$ cat config.mk
export PLATFORM = sky130hd
export DESIGN_NAME = line_edit_read_engine_flat
export DESIGN_NICKNAME = d
export VERILOG_FILES = /design/src/rtl/core/lere_pkg.sv /design/src/rtl/core/lere_if.sv /design/src/rtl/core/lere_cfg_regs.sv /design/src/rtl/core/lere_step.sv /design/src/rtl/core/lere_out_group.sv /design/src/rtl/core/line_edit_read_engine.sv /design/src/flat_wrapper.sv
export SDC_FILE = /design/constraint.sdc
export NUM_CORES = 1
export LEC_CHECK = 0
export BUFFER_PORTS_ARGS = -buffer_cell sky130_fd_sc_hd__buf_2
export CELL_PAD_IN_SITES_DETAIL_PLACEMENT = 0
export CELL_PAD_IN_SITES_GLOBAL_PLACEMENT = 2
export CORE_UTILIZATION = 41
export CTS_BUF_LIST = sky130_fd_sc_hd__clkbuf_16
export DETAILED_ROUTE_END_ITERATION = 7
export GPL_TIMING_DRIVEN = 0
export PLACE_DENSITY_LB_ADDON = 0.1
export RECOVER_POWER = 25
export SLEW_MARGIN = 20
export SYNTH_ARGS = -nofsm -noshare
export SYNTH_HDL_FRONTEND = slang
export SYNTH_SLANG_ARGS = --single-unit
$ cat constraint.sdc
create_clock -name clk -period 32.7 [get_ports clk]
set_clock_uncertainty 0.1 [all_clocks]
set_input_delay 1.635 -clock clk [delete_from_list [all_inputs] [get_ports clk]]
set_output_delay 1.635 -clock clk [all_outputs]
set_load 0.02 [all_outputs]
$ cat src/rtl/core/lere_pkg.sv
// ---------------------------------------------------------------------------
// lere_pkg
// Shared types and constants of the line-editing read engine.
// ---------------------------------------------------------------------------
package lere_pkg;

  // Address arithmetic width; sums of buffer addresses wrap at this width.
  localparam int ADDR_WIDTH = 32;
  localparam int SUM_W      = (ADDR_WIDTH > 32) ? ADDR_WIDTH : 32;

  localparam int MAX_RESULTS = 4;
  localparam int CNT_W       = $clog2(MAX_RESULTS + 1);
  localparam int IDX_W       = $clog2(MAX_RESULTS);
  localparam int CFG_IDX_W   = 2;

  // Result kinds
  localparam logic [2:0] KIND_ECHO    = 3'd0;
  localparam logic [2:0] KIND_STORE   = 3'd1;
  localparam logic [2:0] KIND_DONE    = 3'd2;
  localparam logic [2:0] KIND_BADFD   = 3'd3;
  localparam logic [2:0] KIND_BADADDR = 3'd4;

  // Input operations
  localparam logic OP_START = 1'b0;
  localparam logic OP_CHAR  = 1'b1;

  // Configuration register indexes
  localparam logic [CFG_IDX_W-1:0] CFG_MAX_REQUEST = 2'd0;
  localparam logic [CFG_IDX_W-1:0] CFG_HEAP_BASE   = 2'd1;
  localparam logic [CFG_IDX_W-1:0] CFG_FREE_LOW    = 2'd2;
  localparam logic [CFG_IDX_W-1:0] CFG_FREE_HIGH   = 2'd3;

  localparam logic [31:0] RST_MAX_REQUEST = 32'h0400_0000;
  localparam logic [31:0] RST_HEAP_BASE   = 32'ha000_0000;
  localparam logic [31:0] RST_FREE_LOW    = 32'ha3ed_f000;
  localparam logic [31:0] RST_FREE_HIGH   = 32'ha3ef_ffff;

  // Character codes
  localparam logic [7:0] CH_EOT = 8'h04;
  localparam logic [7:0] CH_DEL = 8'h7f;
  localparam logic [7:0] CH_BS  = 8'h08;
  localparam logic [7:0] CH_SP  = 8'h20;
  localparam logic [7:0] CH_NL  = 8'h0a;
  localparam logic [7:0] CH_CR  = 8'h0d;

  typedef struct packed {
    logic        op;
    logic [9:0]  descriptor;
    logic [31:0] buf_addr;
    logic [31:0] req_count;
    logic [31:0] stack_top;
    logic [7:0]  rx_char;
  } item_t;

  typedef struct packed {
    logic [31:0] max_request;
    logic [31:0] heap_base;
    logic [31:0] free_low;
    logic [31:0] free_high;
  } cfg_t;

  typedef struct packed {
    logic [2:0]  kind;
    logic [7:0]  out_char;
    logic [31:0] out_addr;
    logic [31:0] length;
  } res_t;

  typedef struct packed {
    res_t [MAX_RESULTS-1:0] slot;
    logic [CNT_W-1:0]       count;
  } grp_t;

endpackage

$ cat src/rtl/core/lere_if.sv
// ---------------------------------------------------------------------------
// lere_if
// Channel interfaces: request input, result output, configuration writes.
// ---------------------------------------------------------------------------
interface lere_in_if;
  logic        valid;
  logic        ready;
  logic        op;
  logic [9:0]  descriptor;
  logic [31:0] buf_addr;
  logic [31:0] req_count;
  logic [31:0] stack_top;
  logic [7:0]  rx_char;

  modport source (output valid, op, descriptor, buf_addr, req_count, stack_top, rx_char,
                  input ready);
  modport sink   (input valid, op, descriptor, buf_addr, req_count, stack_top, rx_char,
                  output ready);
endinterface

interface lere_out_if;
  logic        valid;
  logic        ready;
  logic [2:0]  kind;
  logic [7:0]  out_char;
  logic [31:0] out_addr;
  logic [31:0] length;
  logic        last;

  modport source (output valid, kind, out_char, out_addr, length, last, input ready);
  modport sink   (input valid, kind, out_char, out_addr, length, last, output ready);
endinterface

interface lere_cfg_if;
  logic                           valid;
  logic                           ready;
  logic [lere_pkg::CFG_IDX_W-1:0] index;
  logic [31:0]                    data;

  modport source (output valid, index, data, input ready);
  modport sink   (input valid, index, data, output ready);
endinterface

$ cat src/rtl/core/lere_cfg_regs.sv
// ---------------------------------------------------------------------------
// lere_cfg_regs
// Configuration register file: request size limit and permitted regions.
// ---------------------------------------------------------------------------
module lere_cfg_regs (
  input  logic           clk,
  input  logic           rst,
  lere_cfg_if.sink       cfg,
  output lere_pkg::cfg_t regs
);

  assign cfg.ready = 1'b1;

  always_ff @(posedge clk) begin
    if (rst) begin
      regs.max_request <= lere_pkg::RST_MAX_REQUEST;
      regs.heap_base   <= lere_pkg::RST_HEAP_BASE;
      regs.free_low    <= lere_pkg::RST_FREE_LOW;
      regs.free_high   <= lere_pkg::RST_FREE_HIGH;
    end else if (cfg.valid) begin
      unique case (cfg.index)
        lere_pkg::CFG_MAX_REQUEST: regs.max_request <= cfg.data;
        lere_pkg::CFG_HEAP_BASE:   regs.heap_base   <= cfg.data;
        lere_pkg::CFG_FREE_LOW:    regs.free_low    <= cfg.data;
        lere_pkg::CFG_FREE_HIGH:   regs.free_high   <= cfg.data;
        default: ;
      endcase
    end
  end

endmodule

$ cat src/rtl/core/lere_step.sv
// ---------------------------------------------------------------------------
// lere_step
// Read state and per-item decode: request checks, line editing, result group.
// ---------------------------------------------------------------------------
module lere_step (
  input  logic            clk,
  input  logic            rst,
  input  lere_pkg::cfg_t  cfg,
  input  lere_pkg::item_t item,
  input  logic            fire,
  output lere_pkg::grp_t  grp
);

  typedef logic [lere_pkg::ADDR_WIDTH-1:0] addr_t;
  typedef logic [lere_pkg::SUM_W-1:0]      wide_t;

  logic        active, active_next;
  logic [31:0] fill_count, fill_count_next;
  logic [31:0] base_address, base_address_next;
  logic [31:0] limit_count, limit_count_next;

  addr_t       end_addr;
  logic        ok_heap, ok_free, room;
  logic [31:0] store_idx;
  addr_t       store_sum;
  logic [31:0] store_addr;

  function automatic lere_pkg::res_t mk_res(logic [2:0] kind, logic [7:0] ch,
                                            logic [31:0] addr, logic [31:0] len);
    lere_pkg::res_t r;
    r.kind     = kind;
    r.out_char = ch;
    r.out_addr = addr;
    r.length   = len;
    return r;
  endfunction

  // Start request window check, wrapping at the address width
  assign end_addr = addr_t'(item.buf_addr) + addr_t'(item.req_count);
  assign ok_heap  = (wide_t'(end_addr) < wide_t'(item.stack_top)) &&
                    (item.buf_addr >= cfg.heap_base);
  assign ok_free  = (wide_t'(end_addr) <= wide_t'(cfg.free_high)) &&
                    (item.buf_addr >= cfg.free_low);

  assign room       = fill_count < limit_count;
  // Delete (DEL) rewrites the last filled byte, everything else the next one
  assign store_idx  = (item.rx_char == lere_pkg::CH_DEL) ? fill_count - 32'd1 : fill_count;
  assign store_sum  = addr_t'(base_address) + addr_t'(store_idx);
  assign store_addr = 32'(store_sum);

  always_comb begin
    active_next       = active;
    fill_count_next   = fill_count;
    base_address_next = base_address;
    limit_count_next  = limit_count;
    grp               = '0;

    if (item.op == lere_pkg::OP_START) begin
      active_next = 1'b0;
      if (item.descriptor != 10'd0) begin
        grp.slot[0] = mk_res(lere_pkg::KIND_BADFD, 8'd0, 32'd0, 32'd0);
        grp.count   = lere_pkg::CNT_W'(1);
      end else if ((item.req_count > cfg.max_request) || !(ok_heap || ok_free)) begin
        grp.slot[0] = mk_res(lere_pkg::KIND_BADADDR, 8'd0, 32'd0, 32'd0);
        grp.count   = lere_pkg::CNT_W'(1);
      end else begin
        active_next       = 1'b1;
        fill_count_next   = 32'd0;
        base_address_next = item.buf_addr;
        limit_count_next  = item.req_count;
      end
    end else if (active) begin
      if (item.rx_char == lere_pkg::CH_EOT) begin
        active_next = 1'b0;
        grp.slot[0] = mk_res(lere_pkg::KIND_DONE, 8'd0, 32'd0, fill_count);
        grp.count   = lere_pkg::CNT_W'(1);
      end else if (item.rx_char == lere_pkg::CH_DEL) begin
        if (fill_count != 32'd0) begin
          fill_count_next = fill_count - 32'd1;
          grp.slot[0] = mk_res(lere_pkg::KIND_STORE, 8'd0, store_addr, 32'd0);
          grp.slot[1] = mk_res(lere_pkg::KIND_ECHO, lere_pkg::CH_BS, 32'd0, 32'd0);
          grp.slot[2] = mk_res(lere_pkg::KIND_ECHO, lere_pkg::CH_SP, 32'd0, 32'd0);
          grp.slot[3] = mk_res(lere_pkg::KIND_ECHO, lere_pkg::CH_BS, 32'd0, 32'd0);
          grp.count   = lere_pkg::CNT_W'(4);
        end
      end else if (item.rx_char == lere_pkg::CH_NL || item.rx_char == lere_pkg::CH_CR) begin
        active_next = 1'b0;
        if (room) begin
          fill_count_next = fill_count + 32'd1;
          grp.slot[0] = mk_res(lere_pkg::KIND_STORE, lere_pkg::CH_NL, store_addr, 32'd0);
          grp.slot[1] = mk_res(lere_pkg::KIND_ECHO, lere_pkg::CH_NL, 32'd0, 32'd0);
          grp.slot[2] = mk_res(lere_pkg::KIND_DONE, 8'd0, 32'd0, fill_count + 32'd1);
          grp.count   = lere_pkg::CNT_W'(3);
        end else begin
          grp.slot[0] = mk_res(lere_pkg::KIND_DONE, 8'd0, 32'd0, fill_count);
          grp.count   = lere_pkg::CNT_W'(1);
        end
      end else begin
        if (room) begin
          fill_count_next = fill_count + 32'd1;
          grp.slot[0] = mk_res(lere_pkg::KIND_STORE, item.rx_char, store_addr, 32'd0);
          grp.slot[1] = mk_res(lere_pkg::KIND_ECHO, item.rx_char, 32'd0, 32'd0);
          grp.count   = lere_pkg::CNT_W'(2);
        end else begin
          active_next = 1'b0;
          grp.slot[0] = mk_res(lere_pkg::KIND_DONE, 8'd0, 32'd0, fill_count);
          grp.count   = lere_pkg::CNT_W'(1);
        end
      end
    end
  end

  always_ff @(posedge clk) begin
    if (rst) begin
      active       <= 1'b0;
      fill_count   <= 32'd0;
      base_address <= 32'd0;
      limit_count  <= 32'd0;
    end else if (fire) begin
      active       <= active_next;
      fill_count   <= fill_count_next;
      base_address <= base_address_next;
      limit_count  <= limit_count_next;
    end
  end

  // A rejected start never leaves a read open
  a_reject_closes: assert property (@(posedge clk) disable iff (rst)
    fire && item.op == lere_pkg::OP_START && grp.count != '0 |=> !active)
    else $error("read left open after rejected start");

  // Fill never passes the request limit
  a_fill_bound: assert property (@(posedge clk) disable iff (rst)
    active |-> fill_count <= limit_count)
    else $error("fill count beyond limit");

endmodule

$ cat src/rtl/core/lere_out_group.sv
// ---------------------------------------------------------------------------
// lere_out_group
// Result group register; hands out the results of one item, one per cycle while res is ready.
// ---------------------------------------------------------------------------
module lere_out_group (
  input  logic           clk,
  input  logic           rst,
  input  logic           load,
  input  lere_pkg::grp_t grp_in,
  output logic           free,
  lere_out_if.source     res
);

  lere_pkg::res_t [lere_pkg::MAX_RESULTS-1:0] slot;
  logic [lere_pkg::CNT_W-1:0] count;
  logic [lere_pkg::IDX_W-1:0] idx;
  logic                       take;
  lere_pkg::res_t             cur;

  assign cur          = slot[idx];
  assign res.valid    = count != '0;
  assign res.kind     = cur.kind;
  assign res.out_char = cur.out_char;
  assign res.out_addr = cur.out_addr;
  assign res.length   = cur.length;
  assign res.last     = (lere_pkg::CNT_W'(idx) + lere_pkg::CNT_W'(1)) == count;

  assign take = res.valid && res.ready;
  assign free = (count == '0) || (take && res.last);

  always_ff @(posedge clk) begin
    if (load) begin
      slot <= grp_in.slot;
    end
  end

  always_ff @(posedge clk) begin
    if (rst) begin
      count <= '0;
      idx   <= '0;
    end else if (load) begin
      count <= grp_in.count;
      idx   <= '0;
    end else if (take) begin
      if (res.last) begin
        count <= '0;
        idx   <= '0;
      end else begin
        idx <= idx + lere_pkg::IDX_W'(1);
      end
    end
  end

  a_load_free: assert property (@(posedge clk) disable iff (rst)
    load |-> free)
    else $error("group overwritten before its last result left");

  a_idx_in_range: assert property (@(posedge clk) disable iff (rst)
    res.valid |-> lere_pkg::CNT_W'(idx) < count)
    else $error("result index beyond group count");

  a_group_continues: assert property (@(posedge clk) disable iff (rst)
    take && !res.last |=> res.valid && idx == $past(idx) + lere_pkg::IDX_W'(1))
    else $error("group ended before its last result");

endmodule

$ cat src/rtl/core/line_edit_read_engine.sv
// ---------------------------------------------------------------------------
// line_edit_read_engine
// Terminal line-input read engine: request checks, line editing and echo.
//
//   channel  dir  payload                                           ready
//   req      in   op, descriptor, buf_addr, req_count, stack_top,   input register
//                 rx_char
//   res      out  kind, out_char, out_addr, length, last            result group
//   cfg      in   index, data                                       always 1
//
// An item waits in the input register; its whole result group (zero to four
// results) is computed, and a non-empty group is loaded into the group
// register once it is free. The group register hands out one result per
// cycle while res is ready; an item with no results passes straight through.
// Reset (rst, synchronous) closes any read and restores the register defaults.
// A stall on res holds the current result; req backs up after one item.
// ---------------------------------------------------------------------------
module line_edit_read_engine (
  input  logic       clk,
  input  logic       rst,
  lere_in_if.sink    req,
  lere_out_if.source res,
  lere_cfg_if.sink   cfg
);

  lere_pkg::cfg_t  regs;
  lere_pkg::item_t item;
  lere_pkg::grp_t  grp;
  logic            ivalid;
  logic            move;
  logic            group_free;

  lere_cfg_regs u_cfg (
    .clk  (clk),
    .rst  (rst),
    .cfg  (cfg),
    .regs (regs)
  );

  lere_step u_step (
    .clk  (clk),
    .rst  (rst),
    .cfg  (regs),
    .item (item),
    .fire (move),
    .grp  (grp)
  );

  lere_out_group u_group (
    .clk    (clk),
    .rst    (rst),
    .load   (move && grp.count != '0),
    .grp_in (grp),
    .free   (group_free),
    .res    (res)
  );

  // Items with no result pass straight through the decode
  assign move      = ivalid && ((grp.count == '0) || group_free);
  assign req.ready = !ivalid || move;

  always_ff @(posedge clk) begin
    if (req.valid && req.ready) begin
      item.op         <= req.op;
      item.descriptor <= req.descriptor;
      item.buf_addr   <= req.buf_addr;
      item.req_count  <= req.req_count;
      item.stack_top  <= req.stack_top;
      item.rx_char    <= req.rx_char;
    end
  end

  always_ff @(posedge clk) begin
    if (rst) begin
      ivalid <= 1'b0;
    end else if (req.valid && req.ready) begin
      ivalid <= 1'b1;
    end else if (move) begin
      ivalid <= 1'b0;
    end
  end

endmodule
$ cat src/flat_wrapper.sv
// flat-port wrapper written by rule: the top's interface ports become plain ports
module line_edit_read_engine_flat 
  (clk, rst, req_valid, req_op, req_descriptor, req_buf_addr, req_req_count, req_stack_top, req_rx_char, req_ready, res_valid, res_kind, res_out_char, res_out_addr, res_length, res_last, res_ready, cfg_valid, cfg_index, cfg_data, cfg_ready);
  lere_in_if req_i ();
  lere_out_if res_i ();
  lere_cfg_if cfg_i ();
  input  logic clk;
  input  logic rst;
  input wire logic [$bits(req_i.valid)-1:0] req_valid;
  input wire logic [$bits(req_i.op)-1:0] req_op;
  input wire logic [$bits(req_i.descriptor)-1:0] req_descriptor;
  input wire logic [$bits(req_i.buf_addr)-1:0] req_buf_addr;
  input wire logic [$bits(req_i.req_count)-1:0] req_req_count;
  input wire logic [$bits(req_i.stack_top)-1:0] req_stack_top;
  input wire logic [$bits(req_i.rx_char)-1:0] req_rx_char;
  output wire logic [$bits(req_i.ready)-1:0] req_ready;
  output wire logic [$bits(res_i.valid)-1:0] res_valid;
  output wire logic [$bits(res_i.kind)-1:0] res_kind;
  output wire logic [$bits(res_i.out_char)-1:0] res_out_char;
  output wire logic [$bits(res_i.out_addr)-1:0] res_out_addr;
  output wire logic [$bits(res_i.length)-1:0] res_length;
  output wire logic [$bits(res_i.last)-1:0] res_last;
  input wire logic [$bits(res_i.ready)-1:0] res_ready;
  input wire logic [$bits(cfg_i.valid)-1:0] cfg_valid;
  input wire logic [$bits(cfg_i.index)-1:0] cfg_index;
  input wire logic [$bits(cfg_i.data)-1:0] cfg_data;
  output wire logic [$bits(cfg_i.ready)-1:0] cfg_ready;
  assign req_i.valid = req_valid;
  assign req_i.op = req_op;
  assign req_i.descriptor = req_descriptor;
  assign req_i.buf_addr = req_buf_addr;
  assign req_i.req_count = req_req_count;
  assign req_i.stack_top = req_stack_top;
  assign req_i.rx_char = req_rx_char;
  assign req_ready = req_i.ready;
  assign res_valid = res_i.valid;
  assign res_kind = res_i.kind;
  assign res_out_char = res_i.out_char;
  assign res_out_addr = res_i.out_addr;
  assign res_length = res_i.length;
  assign res_last = res_i.last;
  assign res_i.ready = res_ready;
  assign cfg_i.valid = cfg_valid;
  assign cfg_i.index = cfg_index;
  assign cfg_i.data = cfg_data;
  assign cfg_ready = cfg_i.ready;
  line_edit_read_engine u_core (.clk(clk), .rst(rst), .req(req_i), .res(res_i), .cfg(cfg_i));
endmodule
Word-level counts from Yosys, hierarchy flattened
Cells that the tools add are included.
- register bits after elaboration: 646
- logic and storage cells: 138
- add/subtract/negate cells: 6
- order comparisons: 7
- equal/unequal tests: 14
- mux-type cells: 38
- bitwise operators: 5
- reduce and logical (&&, ||, !) cells: 35
- operators by type and width (kind ; count):
    2-to-1 mux 78 bit ; 5
    2-to-1 mux 296 bit ; 1
    2-to-1 mux 32 bit ; 9
    2-to-1 mux 228 bit ; 1
    2-to-1 mux 77 bit ; 2
    2-to-1 mux 153 bit ; 1
    binary-select mux 75 bit (select 2 bit) ; 1
    2-to-1 mux 75 bit ; 2
    2-to-1 mux 149 bit ; 1
    2-to-1 mux 72 bit ; 1
    adder 32 bit ; 2
    greater-or-equal comparator 32 bit ; 2
    less-than comparator 32 bit ; 2
    adder 32 x 1 -> 32 bit, second input constant ; 1
    greater-than comparator 32 bit ; 1
    <= comparator 32 bit ; 1
    nonzero test 32 bit ; 1
    subtractor 32 x 1 -> 32 bit, second input constant ; 1
    equality test 8 x 4 -> 1 bit, second input constant ; 2
    2-to-1 mux 1 bit ; 10
    AND reduction 2 bit ; 5
    nonzero test 10 bit ; 1
    2-to-1 mux 3 bit ; 3
    equality test 8 x 3 -> 1 bit, second input constant ; 1
    24 further kinds ; 48

Logic depth before layout (Yosys ltp)
- depth after elaboration: 15
- gate-level depth with buffers: 26

Modules after synthesis
A second synthesis with hierarchy kept.
- cell total of the unflattened synthesis: 3129
- area total of the unflattened synthesis: 34868.4 µm²
- by module, submodules not included (module ; times used ; cells each ; area each (µm²)):
    lere_step ; 1 ; 2094 ; 15114.5
    lere_out_group ; 1 ; 422 ; 11091.9
    lere_cfg_regs ; 1 ; 487 ; 5124.9
    line_edit_read_engine ; 1 ; 126 ; 3537.1

Least setup slack after synthesis
Ideal clock, no wire load.
- kind: register to register
- from: register u_core.item[82] (netlist name)
- to: register u_core.u_group.slot[0] (netlist bit), enable pin
- library setup time: 651 ps
- data arrival time: 10516 ps
- required time: 31949 ps
- setup slack: 21433 ps
- stages on the path, launching flop included: 22
- clock period less this slack: 11267 ps
- cells stage by stage: edfxtp_1 > ha_1 > clkbuf_1 > nand2_1 > o221ai_1 > a21oi_1 > or3_1 > a41oi_1 > o211ai_1 > a21oi_1 > o211ai_1 > o311ai_0 > ha_1 > nand4_1 > or2_2 > nor2_1 > a22oi_1 > o211ai_1 > nand3_1 > a32oi_1 > o21ai_0 > a31oi_1
- word-level cells in the longest chain between the ends: 13
- ends and longest elaborated chain (item ; line ; source):
    adder 32 bit ; lere_step.sv:39 ; assign end_addr = addr_t'(item.buf_addr) + addr_t'(item.req_count);
    less-than comparator 32 bit or <= comparator 32 bit (tied branches) ; lere_step.sv:40, lere_step.sv:42 ;
    logical AND 1 bit (on tied branches) ; lere_step.sv:40, lere_step.sv:42 ;
    logical OR 1 bit (*) ; lere_step.sv:63 ; end else if ((item.req_count > cfg.max_request) || !(ok_heap || ok_free)) begin
    logical NOT 1 bit (*) ; lere_step.sv:63 ;
    logical OR 1 bit (*) ; lere_step.sv:63 ;
    2-to-1 mux 78 bit (*) ; lere_step.sv:63 ;
    2-to-1 mux 78 bit (*) ; lere_step.sv:60 ; if (item.descriptor != 10'd0) begin
    2-to-1 mux 78 bit (*) ; lere_step.sv:58 ; if (item.op == lere_pkg::OP_START) begin
    logical NOT 3 bit ; line_edit_read_engine.sv:59 ; assign move = ivalid && ((grp.count == '0) || group_free);
    logical OR 1 bit ; line_edit_read_engine.sv:59 ;
    logical AND 1 bit ; line_edit_read_engine.sv:59 ;
    logical AND 1 bit (*) ; line_edit_read_engine.sv:52 ; .load (move && grp.count != '0),
    net u_core.u_group.load ; lere_out_group.sv:8 ; input logic load,
    end signal, assigned ; lere_out_group.sv:33 ; slot <= grp_in.slot;
    end, declared ; lere_out_group.sv:14 ; lere_pkg::res_t [lere_pkg::MAX_RESULTS-1:0] slot;
Mark *: on every way through the listed nets, which the timed path passes. The rest lies on a longest branch.
A chain may end at the register's enable or synchronous reset.

Worst setup path after layout
- from: register u_core.item[82] (netlist name)
- to: output port req_ready
- word-level cells in the longest chain between the ends: 13
- ends and longest elaborated chain (item ; line ; source):
    adder 32 bit ; lere_step.sv:39 ;
    less-than comparator 32 bit or <= comparator 32 bit (tied branches) ; lere_step.sv:40, lere_step.sv:42 ;
    logical AND 1 bit (on tied branches) ; lere_step.sv:40, lere_step.sv:42 ;
    logical OR 1 bit (*) ; lere_step.sv:63 ;
    logical NOT 1 bit (*) ; lere_step.sv:63 ;
    logical OR 1 bit (*) ; lere_step.sv:63 ;
    2-to-1 mux 78 bit (*) ; lere_step.sv:63 ;
    2-to-1 mux 78 bit (*) ; lere_step.sv:60 ;
    2-to-1 mux 78 bit (*) ; lere_step.sv:58 ;
    logical NOT 3 bit (*) ; line_edit_read_engine.sv:59 ;
    logical OR 1 bit (*) ; line_edit_read_engine.sv:59 ;
    logical AND 1 bit (*) ; line_edit_read_engine.sv:59 ;
    logical OR 1 bit (*) ; line_edit_read_engine.sv:60 ; assign req.ready = !ivalid || move;
    end, declared ; flat_wrapper.sv:16 ; output wire logic [$bits(req_i.ready)-1:0] req_ready;
Every way passes the cells marked *; elsewhere a longest branch is shown, timed or not.

==> impl_metrics.env <==
export IMPL_place_gp_congestion=0.899
export IMPL_path_clk_slew_ps=70
export IMPL_setup_tns_ps=0
export IMPL_ys_flop_type="dfxtp_1"
export IMPL_synth_xor_area_frac=0.0389
export IMPL_async_reset_ff_frac=0
export IMPL_min_delay_worst_endpoint="u_core.u_cfg.regs[113]$_SDFFE_PP0P_"
export IMPL_worstSetupStartpointType="flop"
export IMPL_die_x_um=254
export IMPL_critPathCaptureType="output port"
export IMPL_timing_worst_setup_path_type="reg2out"
export IMPL_r2r_start="u_core.item[82]$_DFFE_PP_"
export IMPL_p_int_mw=1.05
export IMPL_vias=20900
export IMPL_synthSimpleGateAreaFrac=0.171
export IMPL_regToRegSetupSlack_ps=24930
export IMPL_grt_pass1_wl_um=121000
export IMPL_r2r_end="u_core.u_group.slot[51]$_SDFFCE_PP0P_"
export IMPL_wirelength_um=81500
export IMPL_clock_sinks=457
export IMPL_postCtsSetupBuffers=0
export IMPL_synth_compound_area_share=0.134
export IMPL_crit_fanout=7
export IMPL_yosysUniqueCellTypes=84
export IMPL_die_height_um=254
export IMPL_slew_headroom=0.194
export IMPL_grt_usage=0.251
export IMPL_leakagePower_nw=12.4
export IMPL_combPwrFrac=0.132
export IMPL_ioPinCount=233
export IMPL_ir_drop_uv=42.7
export IMPL_rsz0062_at_grt="no"
export IMPL_grt_pass1_vias=20500
export IMPL_holdPathStages=2
export IMPL_ant_nets=0
export IMPL_p_clk_frac=0.423
export IMPL_ys_seq_elements=457
export IMPL_drv_slew=0
export IMPL_synth_seq_area_share=0.437
export IMPL_cp_depth=23
export IMPL_fin_crit_sh=0.269
export IMPL_drive_gt1_frac=0.118
export IMPL_hold_viol=0
export IMPL_hpwl_um=65300
export IMPL_antenna_found_initial=0
export IMPL_crit_top_cell="o211ai_1"
export IMPL_row_count=92
export IMPL_postCtsHoldBufs=0
export IMPL_antenna_cells=0
export IMPL_max_freq_mhz=114
export IMPL_synth_edf_count=226
export IMPL_rr_worst_depth=27
export IMPL_h_tree_depth=2
export IMPL_min_from="u_core.u_cfg.regs[113]$_SDFFE_PP0P_"
export IMPL_initial_core_util=0.415
export IMPL_setup_viol=0
export IMPL_area_growth_pct=16.0
export IMPL_grt_max_degree=56
export IMPL_critical_path_max_stage_delay_ps=610
export IMPL_insertion_delay_ps=610
export IMPL_overflow=0
export IMPL_yosys_warnings=0
export IMPL_maxCapViolCount=0
export IMPL_cts_tree="done"
export IMPL_synthesis_nets=3224
export IMPL_viasPerCell=5.23
export IMPL_synth_area_um2=26100
export IMPL_period_needed_ps=8810
export IMPL_syn_avg_cell_area_um2=9.29
export IMPL_power_density_nw_per_um2=47.4
export IMPL_clock_root_buffer="clkbuf_16"
export IMPL_outcome="complete, no violations"
export IMPL_worstPathRequired_ps=30960
export IMPL_worstPathArrival_ps=7070
export IMPL_whs_ps=353
export IMPL_cp_slowest_cell="o311ai_0"
export IMPL_crit_chain="ha_1 -> clkbuf_1 -> nand2_1 -> o221ai_1 -> a21oi_1 -> or3_1 -> a41oi_1 -> o211ai_1 -> a21oi_1 -> o211ai_1 -> o311ai_0 -> ha_1 -> nand4_1 -> or2_2 -> nor2_1 -> a22oi_1 -> o211ai_1 -> nand3_1 -> a32oi_1 -> buf_6 -> o21ai_0 -> a311o_1 -> buf_2"
export IMPL_synth_top_family_by_area="simple AND/OR/NAND/NOR gates"
export IMPL_power_share_sequential=0.446
export IMPL_tightest_slew_ps=1210
export IMPL_core_area_um2=63000
export IMPL_p_sw_uw=388
export IMPL_ctsLongestPathBuffers=3
export IMPL_cp_num_buf_inv=3
export IMPL_die_area_um2=64700
export IMPL_synth_mux_area_frac=0.0376
export IMPL_route_detailed_drc=0
export IMPL_p_sw_frac=0.270
export IMPL_port_buffers=229
export IMPL_synthAdderAreaFrac=0.124
export IMPL_path_delay_family="compound AO/OA/AOI/OAI gates"
export IMPL_syn_inst=2812
export IMPL_nets=3514
export IMPL_wl_per_cell_um=20.4
export IMPL_drtPass1Iterations=7
export IMPL_drt_iter0_markers=1140
export IMPL_post_cts_resize_count=0
export IMPL_cts_made_buffers=51
export IMPL_hold_path_class="reg2reg"
-- synth_stat cells, drive strengths merged, types with 6 or more instances --
cell type,n,area (um2)
a211oi,16,120
clkbuf,100,375
buf,32,213
a221oi,6,52.6
nor3,48,257
nand4,37,231
a21oi,214,1070
and3,23,149
ha,256,3200
and2,78,488
a311oi,21,190
o211ai,51,383
a21o,57,428
inv,236,886
or3,12,75.1
nand3,60,300
nor2,286,1070
xor2,53,464
mux2i,98,981
nand2b,13,81.3
nor2b,23,144
edfxtp,226,6790
or4,8,75.1
o21ai,72,364
a31oi,25,156
nor4,13,103
nand2,333,1260
o21a,17,128
dfxtp,231,4620
o31ai,7,66.3
xnor2,63,552
or2,16,100
-- cells in the final DEF, fill, tap and decap left out, drive strengths merged, types with 51 or more instances in the layout --
cell / n
a21o: 57
a21oi: 214
and2: 78
buf: 264
clkbuf: 160
dfxtp: 231
edfxtp: 226
ha: 256
inv: 252
mux2i: 98
nand2: 333
nand3: 60
nor2: 286
o211ai: 51
o21ai: 72
xnor2: 63
xor2: 53
-- final cells by class --
type                            count  area (um2)
Timing Repair Buffer              237        1330
Clock inverter                     40         375
Buffer                            132         589
Sequential cell                   457       11400
Tap cell                          846        1060
Fill cell                        6061       32700
Clock buffer                       55        1380
Inverter                          236         886
Multi-Input combinational cell   1987       13300
-- registers in the layout (all words and copies together), names as in the netlist --
name,flops
u_core.u_step.active,1
u_core.u_step.limit_count,32
u_core.ivalid,1
u_core.u_group.count,3
u_core.u_step.fill_count,32
u_core.u_cfg.regs,128
u_core.u_step.base_address,32
u_core.item,115
u_core.u_group.idx,2
u_core.u_group.slot,111
-- tightest hold or removal path, delay by kind of cell, from the launching register on --
family,cells,cell delay (ps)
AO/OA/AOI/OAI,1,50
flip-flops,1,310
AND/OR/NAND/NOR,1,50
-- routing by layer --
| layer | vias to the layer above | track usage | wire (um) |
|---|---|---|---|
| li1 | 10400 | - | - |
| met1 | 9801 | 0.308 | 34900 |
| met2 | 472 | 0.440 | 39900 |
| met3 | 141 | 0.0296 | 3230 |
| met4 | 0 | 0.113 | 3510 |
| met5 | - | 0 | 0 |
-- how the worst max path moves through the flow --
stage                               from                               endpoint  slack (ps)
2_1_floorplan  u_core.item[82]$_DFFE_PP_   u_core.u_group.slot[0]$_SDFFCE_PN0P_       21430
3_3_place_gp   u_core.item[82]$_DFFE_PP_  u_core.u_group.slot[48]$_SDFFCE_PP0P_       17310
3_5_place_dp   u_core.item[82]$_DFFE_PP_                              req_ready       24480
4_1_cts        u_core.item[82]$_DFFE_PP_                              req_ready       23800
5_1_grt        u_core.item[82]$_DFFE_PP_                              req_ready       23450
6_report       u_core.item[82]$_DFFE_PP_                              req_ready       23890
-- cell families (layout without fill, tap and decap cells) --
| family | after synthesis | after routing |
|---|---|---|
| AND/OR/NAND/NOR | 967 | 967 |
| XOR/XNOR | 116 | 116 |
| multiplexers | 98 | 98 |
| other | 1 | 1 |
| AO/OA/AOI/OAI | 547 | 547 |
| adder cells (fa/ha/maj) | 258 | 258 |
| flip-flops | 457 | 457 |
| buffers and inverters | 368 | 700 |
-- power groups by stage --
| stage | sequential (mW) | clock, mW | combinational (mW) |
|---|---|---|---|
| 6_report | 0.640 | 0.606 | 0.189 |
| 5_1_grt | 0.641 | 0.642 | 0.213 |
| 4_1_cts | 0.640 | 0.622 | 0.192 |
| 3_5_place_dp | 0.652 | 0 | 0.191 |
| 3_3_place_gp | 0.656 | 0 | 0.181 |
| 2_1_floorplan | 0.646 | 0 | 0.122 |
-- per-stage QoR --
| step | util | setup WS [ps] | power (mW) | cell area (um2) | std cells |
|---|---|---|---|---|---|
| global route | 0.481 | 23450 | 1.50 | 30300 | 3990 |
| floorplan | - | 21430 | 0.767 | 26100 | 2812 |
| global placement | 0.450 | 17310 | 0.837 | 28300 | 3887 |
| CTS | 0.481 | 23800 | 1.45 | 30300 | 3990 |
| detailed placement | 0.453 | 24480 | 0.843 | 28500 | 3895 |
| finish | 0.481 | 23890 | 1.44 | 30300 | 3990 |
(Power assumes the default switching activity.)
